File: src/sv/nmea_sentence_checksum_framer_defines.svh
// assertion macros for the nmea sentence checksum framer
// included by the top level only; needs clk and rst_n in scope
`ifndef NMEA_SENTENCE_CHECKSUM_FRAMER_DEFINES_SVH
`define NMEA_SENTENCE_CHECKSUM_FRAMER_DEFINES_SVH

// same-cycle implication, disabled while in reset
`define NSCF_ASSERT_IMP(label, ante, cons, msg) \
  label: assert property (@(posedge clk) disable iff (!rst_n) (ante) |-> (cons)) \
    else $error(msg);

// next-cycle implication, disabled while in reset
`define NSCF_ASSERT_NEXT(label, ante, cons, msg) \
  label: assert property (@(posedge clk) disable iff (!rst_n) (ante) |=> (cons)) \
    else $error(msg);

`endif

File: src/sv/nscf_pkg.sv
// shared types and constants for the nmea sentence checksum framer
// no dependencies
package nscf_pkg;

  localparam logic [7:0] CH_DOLLAR = 8'h24;
  localparam logic [7:0] CH_STAR   = 8'h2A;
  localparam logic [7:0] CH_COMMA  = 8'h2C;
  localparam logic [7:0] CH_CR     = 8'h0D;
  localparam logic [7:0] CH_LF     = 8'h0A;

  localparam logic [23:0] TYPE_GGA = 24'h474741;
  localparam logic [23:0] TYPE_HDT = 24'h484454;
  localparam logic [23:0] TYPE_TRA = 24'h545241;
  localparam logic [23:0] TYPE_RMC = 24'h524D43;

  localparam logic [2:0] KIND_NONE  = 3'd0;
  localparam logic [2:0] KIND_GGA   = 3'd1;
  localparam logic [2:0] KIND_HDT   = 3'd2;
  localparam logic [2:0] KIND_TRA   = 3'd3;
  localparam logic [2:0] KIND_RMC   = 3'd4;
  localparam logic [2:0] KIND_OTHER = 3'd5;

  localparam logic [5:0] MIN_FIELDS_GGA = 6'd10;
  localparam logic [5:0] MIN_FIELDS_HDT = 6'd2;
  localparam logic [5:0] MIN_FIELDS_TRA = 6'd6;
  localparam logic [5:0] MIN_FIELDS_RMC = 6'd9;
  localparam logic [5:0] FIELDS_MAX     = 6'd63;

  localparam int QUEUE_DEPTH = 2;
  localparam int QPTR_W      = 1;

  typedef struct packed {
    logic [7:0] data_byte;
    logic       last;
  } nscf_in_t;

  typedef struct packed {
    logic        start_found;
    logic        checksum_ok;
    logic [2:0]  sentence_kind;
    logic [23:0] type_letters;
    logic [5:0]  field_count;
    logic        recognized;
  } nscf_out_t;

  // one classified byte as it travels from front to back
  typedef struct packed {
    logic [7:0] data_byte;
    logic       last;
    logic       is_dollar;
    logic       is_star;
    logic       is_comma;
    logic       is_eol;
    logic       hex_ok;
    logic [3:0] hex_val;
  } nscf_class_t;

endpackage

File: src/sv/nscf_front.sv
// front end: accepts input bytes and classifies them into a register
// depends on nscf_pkg
module nscf_front import nscf_pkg::*; (
  input  logic        clk,
  input  logic        rst_n,
  input  logic        in_valid,
  output logic        in_ready,
  input  nscf_in_t    in_data,
  output logic        cls_valid,
  input  logic        cls_ready,
  output nscf_class_t cls_data
);

  logic        valid_r;
  logic        valid_nxt;
  nscf_class_t cls_r;
  nscf_class_t cls_nxt;
  logic [7:0]  b;

  assign b = in_data.data_byte;
  assign in_ready = !valid_r || cls_ready;

  always_comb begin
    cls_nxt.data_byte = b;
    cls_nxt.last      = in_data.last;
    cls_nxt.is_dollar = (b == CH_DOLLAR);
    cls_nxt.is_star   = (b == CH_STAR);
    cls_nxt.is_comma  = (b == CH_COMMA);
    cls_nxt.is_eol    = (b == CH_CR) || (b == CH_LF);
    cls_nxt.hex_ok    = 1'b1;
    cls_nxt.hex_val   = 4'd0;
    if (b >= 8'h30 && b <= 8'h39) begin
      cls_nxt.hex_val = b[3:0];
    end else if ((b >= 8'h61 && b <= 8'h66) || (b >= 8'h41 && b <= 8'h46)) begin
      // letters a-f: low nibble 1..6 maps to 10..15
      cls_nxt.hex_val = b[3:0] + 4'd9;
    end else begin
      cls_nxt.hex_ok = 1'b0;
    end
  end

  always_comb begin
    valid_nxt = valid_r;
    if (in_ready) begin
      valid_nxt = in_valid;
    end
  end

  always_ff @(posedge clk) begin
    if (!rst_n) begin
      valid_r <= 1'b0;
    end else begin
      valid_r <= valid_nxt;
    end
  end

  always_ff @(posedge clk) begin
    if (in_valid && in_ready) begin
      cls_r <= cls_nxt;
    end
  end

  assign cls_valid = valid_r;
  assign cls_data  = cls_r;

endmodule

File: src/sv/nscf_queue.sv
// short queue of classified bytes between front and back
// depends on nscf_pkg
module nscf_queue import nscf_pkg::*; (
  input  logic        clk,
  input  logic        rst_n,
  input  logic        push_valid,
  output logic        push_ready,
  input  nscf_class_t push_data,
  output logic        pop_valid,
  input  logic        pop_ready,
  output nscf_class_t pop_data
);

  nscf_class_t             entry_r [QUEUE_DEPTH];
  logic [QPTR_W-1:0]       wr_ptr_r;
  logic [QPTR_W-1:0]       wr_ptr_nxt;
  logic [QPTR_W-1:0]       rd_ptr_r;
  logic [QPTR_W-1:0]       rd_ptr_nxt;
  logic [QPTR_W:0]         count_r;
  logic [QPTR_W:0]         count_nxt;
  logic                    do_push;
  logic                    do_pop;

  assign push_ready = (count_r != QPTR_W'(0) + (QPTR_W+1)'(QUEUE_DEPTH));
  assign pop_valid  = (count_r != '0);
  assign pop_data   = entry_r[rd_ptr_r];
  assign do_push    = push_valid && push_ready;
  assign do_pop     = pop_valid && pop_ready;

  always_comb begin
    wr_ptr_nxt = wr_ptr_r;
    rd_ptr_nxt = rd_ptr_r;
    count_nxt  = count_r;
    if (do_push) begin
      wr_ptr_nxt = wr_ptr_r + QPTR_W'(1);
    end
    if (do_pop) begin
      rd_ptr_nxt = rd_ptr_r + QPTR_W'(1);
    end
    if (do_push && !do_pop) begin
      count_nxt = count_r + (QPTR_W+1)'(1);
    end else if (do_pop && !do_push) begin
      count_nxt = count_r - (QPTR_W+1)'(1);
    end
  end

  always_ff @(posedge clk) begin
    if (!rst_n) begin
      wr_ptr_r <= '0;
      rd_ptr_r <= '0;
      count_r  <= '0;
    end else begin
      wr_ptr_r <= wr_ptr_nxt;
      rd_ptr_r <= rd_ptr_nxt;
      count_r  <= count_nxt;
    end
  end

  always_ff @(posedge clk) begin
    if (do_push) begin
      entry_r[wr_ptr_r] <= push_data;
    end
  end

endmodule

File: src/sv/nscf_back.sv
// back end: sentence state, checksum and field counting, result register
// depends on nscf_pkg
module nscf_back import nscf_pkg::*; (
  input  logic        clk,
  input  logic        rst_n,
  input  logic        cls_valid,
  output logic        cls_ready,
  input  nscf_class_t cls_data,
  output logic        out_valid,
  input  logic        out_ready,
  output nscf_out_t   out_data
);

  logic        started_r, started_nxt;
  logic [2:0]  offset_r, offset_nxt;
  logic [7:0]  xor_r, xor_nxt;
  logic        star_r, star_nxt;
  logic [1:0]  digits_r, digits_nxt;
  logic [7:0]  sum_r, sum_nxt;
  logic        bad_hex_r, bad_hex_nxt;
  logic [23:0] type_r, type_nxt;
  logic [5:0]  commas_r, commas_nxt;
  logic        split_end_r, split_end_nxt;
  logic        field1_r, field1_nxt;
  logic        out_valid_r, out_valid_nxt;
  nscf_out_t   out_r;
  nscf_out_t   res;
  logic        take;
  logic        emit;

  // a last byte needs the result register free (or draining this cycle)
  assign cls_ready = !cls_data.last || !out_valid_r || out_ready;
  assign take      = cls_valid && cls_ready;
  assign emit      = take && cls_data.last;

  always_comb begin
    started_nxt   = started_r;
    offset_nxt    = offset_r;
    xor_nxt       = xor_r;
    star_nxt      = star_r;
    digits_nxt    = digits_r;
    sum_nxt       = sum_r;
    bad_hex_nxt   = bad_hex_r;
    type_nxt      = type_r;
    commas_nxt    = commas_r;
    split_end_nxt = split_end_r;
    field1_nxt    = field1_r;
    if (!started_r) begin
      if (cls_data.is_dollar) begin
        started_nxt = 1'b1;
        offset_nxt  = 3'd1;
      end
    end else begin
      if (offset_r >= 3'd3 && offset_r <= 3'd5) begin
        type_nxt = {type_r[15:0], cls_data.data_byte};
      end
      if (offset_r < 3'd6) begin
        offset_nxt = offset_r + 3'd1;
      end
      if (!star_r) begin
        if (cls_data.is_star) begin
          star_nxt = 1'b1;
        end else begin
          xor_nxt = xor_r ^ cls_data.data_byte;
        end
      end else if (digits_r < 2'd2) begin
        if (!cls_data.hex_ok) begin
          bad_hex_nxt = 1'b1;
        end
        sum_nxt    = {sum_r[3:0], cls_data.hex_ok ? cls_data.hex_val : 4'd0};
        digits_nxt = digits_r + 2'd1;
      end
      if (!split_end_r) begin
        if (cls_data.is_star || cls_data.is_eol) begin
          split_end_nxt = 1'b1;
        end else if (cls_data.is_comma) begin
          if (commas_r != FIELDS_MAX) begin
            commas_nxt = commas_r + 6'd1;
          end
        end else if (commas_r == 6'd1) begin
          field1_nxt = 1'b1;
        end
      end
    end
  end

  // result from the state as it stands after this byte
  always_comb begin
    res = '0;
    if (started_nxt) begin
      res.start_found = 1'b1;
      res.checksum_ok = !star_nxt ||
                        (digits_nxt == 2'd2 && !bad_hex_nxt && sum_nxt == xor_nxt);
      res.field_count = (commas_nxt != FIELDS_MAX) ? commas_nxt + 6'd1 : FIELDS_MAX;
      if (offset_nxt >= 3'd6) begin
        res.type_letters = type_nxt;
        if (type_nxt == TYPE_GGA) begin
          res.sentence_kind = KIND_GGA;
        end else if (type_nxt == TYPE_HDT) begin
          res.sentence_kind = KIND_HDT;
        end else if (type_nxt == TYPE_TRA) begin
          res.sentence_kind = KIND_TRA;
        end else if (type_nxt == TYPE_RMC) begin
          res.sentence_kind = KIND_RMC;
        end else begin
          res.sentence_kind = KIND_OTHER;
        end
      end
      if (res.checksum_ok) begin
        unique case (res.sentence_kind)
          KIND_GGA: res.recognized = (res.field_count >= MIN_FIELDS_GGA);
          KIND_HDT: res.recognized = (res.field_count >= MIN_FIELDS_HDT) && field1_nxt;
          KIND_TRA: res.recognized = (res.field_count >= MIN_FIELDS_TRA);
          KIND_RMC: res.recognized = (res.field_count >= MIN_FIELDS_RMC);
          default:  res.recognized = 1'b0;
        endcase
      end
    end
  end

  always_comb begin
    out_valid_nxt = out_valid_r;
    if (out_valid_r && out_ready) begin
      out_valid_nxt = 1'b0;
    end
    if (emit) begin
      out_valid_nxt = 1'b1;
    end
  end

  always_ff @(posedge clk) begin
    if (!rst_n || emit) begin
      started_r   <= 1'b0;
      offset_r    <= '0;
      xor_r       <= '0;
      star_r      <= 1'b0;
      digits_r    <= '0;
      sum_r       <= '0;
      bad_hex_r   <= 1'b0;
      type_r      <= '0;
      commas_r    <= '0;
      split_end_r <= 1'b0;
      field1_r    <= 1'b0;
    end else if (take) begin
      started_r   <= started_nxt;
      offset_r    <= offset_nxt;
      xor_r       <= xor_nxt;
      star_r      <= star_nxt;
      digits_r    <= digits_nxt;
      sum_r       <= sum_nxt;
      bad_hex_r   <= bad_hex_nxt;
      type_r      <= type_nxt;
      commas_r    <= commas_nxt;
      split_end_r <= split_end_nxt;
      field1_r    <= field1_nxt;
    end
  end

  always_ff @(posedge clk) begin
    if (!rst_n) begin
      out_valid_r <= 1'b0;
    end else begin
      out_valid_r <= out_valid_nxt;
    end
  end

  always_ff @(posedge clk) begin
    if (emit) begin
      out_r <= res;
    end
  end

  assign out_valid = out_valid_r;
  assign out_data  = out_r;

endmodule

File: src/sv/nmea_sentence_checksum_framer.sv
// top level of the nmea sentence checksum framer
// depends on nscf_pkg, nscf_front, nscf_queue, nscf_back and the defines header
//
// Input channel in_valid/in_ready/in_data carries one sentence byte per
// transaction, with in_data.last marking the final byte of the sentence.
// Output channel out_valid/out_ready/out_data carries one result per
// sentence: start flag, checksum verdict, sentence kind, type letters,
// field count and the recognised flag.
// Throughput is one byte per cycle unless the back end holds a last byte for
// a full result register; bytes other than a sentence's last keep flowing while an
// earlier result waits.
// A result passes from its last byte through the classification register,
// the two-entry queue and the result register, in that order.
// When the receiver stalls, the result is held; following bytes keep
// filling the queue and in_ready drops only once a further last byte
// finds the result register still full and the queue and the front
// register have filled.
// Synchronous reset (rst_n low) empties the queue, drops out_valid and
// clears all sentence state; no clearing pass is needed.
`include "nmea_sentence_checksum_framer_defines.svh"
module nmea_sentence_checksum_framer import nscf_pkg::*; (
  input  logic      clk,
  input  logic      rst_n,
  input  logic      in_valid,
  output logic      in_ready,
  input  nscf_in_t  in_data,
  output logic      out_valid,
  input  logic      out_ready,
  output nscf_out_t out_data
);

  logic        cls_valid;
  logic        cls_ready;
  nscf_class_t cls_data;
  logic        q_valid;
  logic        q_ready;
  nscf_class_t q_data;
  logic        no_start_shown;
  logic        res_empty;
  logic        recog_shown;
  logic        recog_allowed;
  logic        started_shown;
  logic        fields_present;
  logic        q_stalled;

  nscf_front u_front (
    .clk       (clk),
    .rst_n     (rst_n),
    .in_valid  (in_valid),
    .in_ready  (in_ready),
    .in_data   (in_data),
    .cls_valid (cls_valid),
    .cls_ready (cls_ready),
    .cls_data  (cls_data)
  );

  nscf_queue u_queue (
    .clk        (clk),
    .rst_n      (rst_n),
    .push_valid (cls_valid),
    .push_ready (cls_ready),
    .push_data  (cls_data),
    .pop_valid  (q_valid),
    .pop_ready  (q_ready),
    .pop_data   (q_data)
  );

  nscf_back u_back (
    .clk       (clk),
    .rst_n     (rst_n),
    .cls_valid (q_valid),
    .cls_ready (q_ready),
    .cls_data  (q_data),
    .out_valid (out_valid),
    .out_ready (out_ready),
    .out_data  (out_data)
  );

  assign no_start_shown = out_valid && !out_data.start_found;
  assign res_empty      = !out_data.checksum_ok && out_data.sentence_kind == KIND_NONE &&
                          out_data.field_count == 6'd0 && !out_data.recognized;
  assign recog_shown    = out_valid && out_data.recognized;
  assign recog_allowed  = out_data.checksum_ok &&
                          (out_data.sentence_kind == KIND_GGA ||
                           out_data.sentence_kind == KIND_HDT ||
                           out_data.sentence_kind == KIND_TRA ||
                           out_data.sentence_kind == KIND_RMC);
  assign started_shown  = out_valid && out_data.start_found;
  assign fields_present = (out_data.field_count != 6'd0);
  assign q_stalled      = q_valid && !q_ready;

  // no start means an all-empty verdict
  `NSCF_ASSERT_IMP(a_no_start_empty, no_start_shown, res_empty, "result without start is not empty")
  // recognised needs a passing checksum and a known kind
  `NSCF_ASSERT_IMP(a_recog_ok, recog_shown, recog_allowed, "recognised result not allowed")
  // a started sentence always has at least one field
  `NSCF_ASSERT_IMP(a_started_fields, started_shown, fields_present, "zero fields after start")
  // a queued byte is never lost while the back end stalls on a full result register
  `NSCF_ASSERT_NEXT(a_queue_holds, q_stalled, q_valid, "queued byte vanished while stalled")

endmodule

File: config.mk
export PLATFORM = sky130hd
export DESIGN_NAME = nmea_sentence_checksum_framer
export DESIGN_NICKNAME = d
export VERILOG_FILES = /design/src/sv/nscf_pkg.sv /design/src/sv/nscf_front.sv /design/src/sv/nscf_queue.sv /design/src/sv/nscf_back.sv /design/src/sv/nmea_sentence_checksum_framer.sv
export VERILOG_INCLUDE_DIRS = /design/src /design/src/sv
export SDC_FILE = /design/constraint.sdc
export NUM_CORES = 1
export LEC_CHECK = 0
export BUFFER_PORTS_ARGS = -buffer_cell sky130_fd_sc_hd__buf_4
export CAP_MARGIN = 20
export CORE_MARGIN = 4
export CORE_UTILIZATION = 50
export CTS_CLUSTER_DIAMETER = 80
export DETAILED_ROUTE_END_ITERATION = 16
export HOLD_SLACK_MARGIN = 0.15
export PLACE_DENSITY = 0.8
export SYNTH_ARGS = -nofsm -noshare
export SYNTH_HDL_FRONTEND = slang
export SYNTH_SLANG_ARGS = --single-unit
File: constraint.sdc
create_clock -name clk -period 5.05 [get_ports clk]
set_clock_uncertainty 0.05 [all_clocks]
set_input_delay 0.505 -clock clk [delete_from_list [all_inputs] [get_ports clk]]
set_output_delay 0.505 -clock clk [all_outputs]
set_load 0.005 [all_outputs]
# Yosys cells after proc, flatten, opt, wreduce, memory -nomap -nowiden
# Memory sizes are Yosys's and may differ from the RTL's. A register that Yosys moved wholly into a read port is not among the register bits.
# Cells that the tools add are included.
op_classes:
  muxes: 57
  magnitude_cmp: 15
  bitwise: 1
  n_eq_ne: 19
  n_reduce_logical: 35
  n_addsub: 9
op_table:
  columns: ["operator", "count"]
  rows:
  - ["$eq 24x23->1 const B", 4]
  - ["$mux 27", 2]
  - ["$mux 24", 2]
  - ["$mux 8", 6]
  - ["$mux 36", 1]
  - ["$mux 6", 6]
  - ["$mux 1", 25]
  - ["$eq 8x6->1 const B", 3]
  - ["$mux 3", 6]
  - ["$eq 8x4->1 const B", 2]
  - ["$ge 8x7->1 const B", 2]
  - ["$le 8x7->1 const B", 2]
  - ["$logic_and 1x1->1", 14]
  - ["$add 6x1->6 const B", 2]
  - ["$ge 6x4->1 const B", 2]
  - ["$mux 4", 3]
  - ["$ne 6x6->1 const B", 2]
  - ["$mux 2", 5]
  - ["$eq 8x8->1", 1]
  - ["$ge 8x6->1 const B", 1]
  - ["$le 8x6->1 const B", 1]
  - ["$logic_not 1->1", 8]
  - ["$logic_or 1x1->1", 8]
  - ["$xor 8x8->8", 1]
  - ["other kinds (21)", 27]
word_totals:
  memories: 1
  elab_cells: 167
  regBits: 116
  ram_bits: 36
  output_inout_bits: 38
memory_table:
  columns: ["memory", "words", "word_bits", "rd", "rd_clocked_by_memory_dff", "wr", "line", "text"]
  rows:
  - ["u_queue.entry_r", 2, 18, 1, 1, 1, "nscf_queue.sv:14", "nscf_class_t entry_r [QUEUE_DEPTH];"]

# Logic depth before layout (Yosys ltp)
depth:
  ltp_word: 15
  mapped_depth: 15

# By module
# Synthesis repeated with hierarchy kept, for this count alone.
hier_totals:
  cells_unflattened: 728
  hier_area_um2: 7253.2
by_module_without_submodules:
  columns: ["module", "area_per_inst_um2", "cells_per_inst", "n_inst"]
  rows:
  - ["nscf_back", 4870.9, 590, 1]
  - ["nscf_queue", 1539.0, 80, 1]
  - ["nscf_front", 843.3, 58, 1]

# Worst setup path after synthesis
# No wires, ideal clock.
synth_timing:
  path_type: "register to register"
  startpoint: "register with a tool-made name"
  endpoint: "register u_back.out_r, in the netlist u_back.out_data[0] (enable)"
  path_stages_with_launch: 8
  path_buffers: 3
  setup_time_ps: 429
  slack_ps: 1515
  required_ps: 4571
  period_less_slack_ps: 3535
  t_arrival_ps: 3056
  cell_sequence: "dfxtp_1 > buf_6 > buf_2 > mux2i_1 > o22a_1 > inv_1 > clkbuf_1 > nor2_1"
synth_rtl:
  columns: ["item", "line", "text"]
  rows:
  - ["end signal: assignment", "nscf_back.sv:169", "out_r <= res;"]
  - ["end: declaration", "nscf_back.sv:26", "nscf_out_t out_r;"]

==> flow_metrics.py <==
metrics = {
    "sta": {
        "rsz0062_at_grt": "false",
        "setup_viol": 0,
        "slew_violations": 0,
        "period_needed_ps": 3730,
        "fmax_ghz": 0.268,
        "worst_pin_slew_ps": 839,
        "post-route-period-util_pct": 73.9,
        "fin_setup_tns_ps": 0,
        "hold_viol_final": 0,
        "max-slew-margin-rel_pct": 43.9,
    },
    "yosys": {
        "synth_compound_area_share_pct": 13.6,
        "synth-seq-area-share_pct": 55.5,
        "synth.net_count": 726,
        "yosysMostFrequentCell": "nand2_1",
        "yosysWarnings": 0,
        "ys.flop_type": "edfxtp_1",
        "synthDistinctLibCells": 64,
        "synth_top_area_share_pct": 37.8,
        "synth_adder_area_share_pct": 2.28,
        "synth.avg_cell_area_um2": 10.2,
        "ys_top_cells_by_area": "edfxtp_1 38%, dfxtp_1 18%, nand2_1 5.2%",
        "synth_commonest_cells": "99 x nand2_1, 90 x edfxtp_1, 74 x nor2_1",
        "synth_edf_count": 90,
        "synth.mux.area_fraction_pct": 3.40,
        "synth-simple-area-share_pct": 19.2,
        "synth_largest_area_cell": "edfxtp_1",
        "ys_seq_elements": 153,
        "synthesis.area_um2": 7140,
        "synthXorXnorAreaFrac_pct": 2.94,
        "synthArstFlopShare_pct": 0,
        "synthCells": 700,
        "synth_top_family_by_area": "simple AND/OR/NAND/NOR gates",
    },
    "route": {
        "wl_per_cell_um": 15.8,
        "drtIter0Drc": 657,
        "vias": 5399,
        "drc": 0,
        "firstDrtPassIters": 5,
        "wl_mm": 14.7,
        "routed_via_density": 5.79,
        "drtAntennaViolNets": 0,
    },
    "place": {
        "port_buffers": 50,
        "hpwl_mm": 10.2,
        "dp.cells": 900,
        "postPlaceCellArea_um2": 7670,
        "gp_congestion": 0.991,
    },
    "global_route": {
        "grt_overflow": 0,
        "grt_pass1_wl_mm": 25.0,
        "grt_pass1_vias": 5006,
        "track_usage_pct": 19.0,
        "grt_max_degree": 57,
        "antenna_found_initial": 0,
    },
    "clock_network": {
        "htree_levels": 4,
        "clockBufferDepth": 2,
        "cts.sinks": 153,
        "clkSlewWorstSetupHoldPaths_ps": 60,
        "cts_setup_buffers": 0,
        "cts_tree": "yes",
        "clockRootBuffer": "clkbuf_16",
        "cts_hold_buf": 0,
        "clk_latency_ps": 430,
        "cts_made_buffers": 17,
        "cts_resized": 0,
    },
    "cells_and_area": {
        "design_area_um2": 8260,
        "layout-drive-gt1-share_pct": 13.3,
        "nNetsFinal": 765,
        "n_antenna_cell": 0,
        "final_cells": 932,
        "syn_to_final_growth_pct": 15.6,
    },
    "worst_setup_path": {
        "endpoint_kind": "flip-flop",
        "path_class": "flip-flop to flip-flop",
        "startpoint_type": "flip-flop",
        "critPathMaxFanout": 27,
        "regToRegSetupSlack_ps": 1320,
        "cp.arrival_ps": 3820,
        "critPathRequiredTime_ps": 5130,
    },
    "floorplanning": {
        "dieWidth_um": 128,
        "ios": 51,
        "core-area_um2": 13900,
        "die_h_um": 128,
        "start_util_pct": 51.3,
        "fp-row-count": 43,
        "die_area_um2": 16300,
    },
    "flow_run": {
        "drv_cap": 0,
    },
    "min_path": {
        "hold_path.class": "input pin to flip-flop",
    },
    "pwr": {
        "powerDensity_nw_per_um2": 416,
        "peakVddDrop_mv": 0.264,
        "cellLeakagePower_nw": 2.78,
        "p_total_mw": 3.44,
    },
    "status": {
        "status": "complete, no violations",
    },
}
-- final cells by class --
type / count / area (µm²)
multi-input combinational: 493 / 2980
clock buffer: 21 / 440
clock inverter: 11 / 146
timing repair buffer: 59 / 443
sequential: 153 / 3960
tap: 180 / 225
inverter: 15 / 56.3
fill: 1119 / 5680
-- cell families after synthesis --
group | after synthesis
fa+ha+maj | 13
mux | 24
buf+inv | 54
flops | 153
compound gates | 154
xor+xnor | 24
simple gates | 278
-- power by group --
part	switching [mW]	leakage [nW]	internal [mW]
Sequential	0.0650	1.36	1.48
Clock	0.485	0.282	0.777
Combinational	0.393	1.13	0.234
-- cell usage in the layout (no fill, tap or decap), drive strengths merged, types with 6 or more instances in the layout --
cell type / synthesis / layout
nor4: 6 / 6
xnor2: 17 / 17
nor2: 74 / 74
nor3b: 10 / 10
o21ai: 32 / 32
a31oi: 6 / 6
and3: 6 / 6
dfxtp: 63 / 63
clkbuf: 32 / 21
nand3: 13 / 13
nand2b: 7 / 7
a211oi: 25 / 25
or3: 11 / 11
and2: 9 / 9
a21oi: 57 / 57
mux2i: 22 / 22
edfxtp: 90 / 90
ha: 13 / 13
nor3: 8 / 8
nor4b: 8 / 8
nand2: 99 / 99
inv: 15 / 17
xor2: 7 / 7
buf: 7 / 59
-- registers in the layout, summed over array words and instances (netlist names), named ones only --
register / count
u_back.bad_hex_r: 1
u_back.commas_r: 6
u_back.digits_r: 2
u_back.field1_r: 1
u_back.offset_r: 3
u_back.out_data: 36
u_back.out_valid: 1
u_back.split_end_r: 1
u_back.star_r: 1
u_back.started_r: 1
u_back.sum_r: 8
u_back.type_r: 24
u_back.xor_r: 8
u_front.cls_data: 18
u_front.cls_valid: 1
u_queue.count_r: 2
u_queue.entry_r: 36
u_queue.rd_ptr_r: 1
u_queue.wr_ptr_r: 1
-- worst max-delay path, cell delays in order, from the launching register on --
cell	delay (ps)
dfxtp_1	330
buf_4	240
or3_4	440
a211oi_4	380
and2_1	340
nor2_1	70
a21oi_1	180
ha_1	240
nand2_1	70
o21ai_0	330
nand2_1	150
nand2_1	120
o21ba_1	150
o31ai_1	220
a311oi_1	130
-- per-layer routing --
metal,GRT usage [%],wire [µm]
met2,30.5,7110
met1,24.8,6240
met5,0,0
met3,5.14,1090
met4,6.62,274
-- through the flow --
stage | worst slack [ps] | hold WS (ps) | util (%)
after CTS | 1360 | 191 | 59.3
after global placement | 1560 | 374 | 55.0
final | 1320 | 207 | 59.3
after detailed placement | 1390 | 384 | 55.0
after global routing | 1060 | 195 | 59.3
after floorplan | 1510 | 371 | -
-- path summary, 6_finish.rpt --
| path | start | endpoint | cells past startpoint |
|---|---|---|---|
| setup / recovery | flip-flop | u_back.out_data[0] | 14 |
| hold / removal | in_data[0] | u_front.cls_data[9] | 1 |
| setup reg to reg | flip-flop | u_back.out_data[0] | 14 |
| hold reg to reg | u_front.cls_data[15] | u_queue.entry_r[0][15] | 0 |
Power figures use the tool's default switching activity.
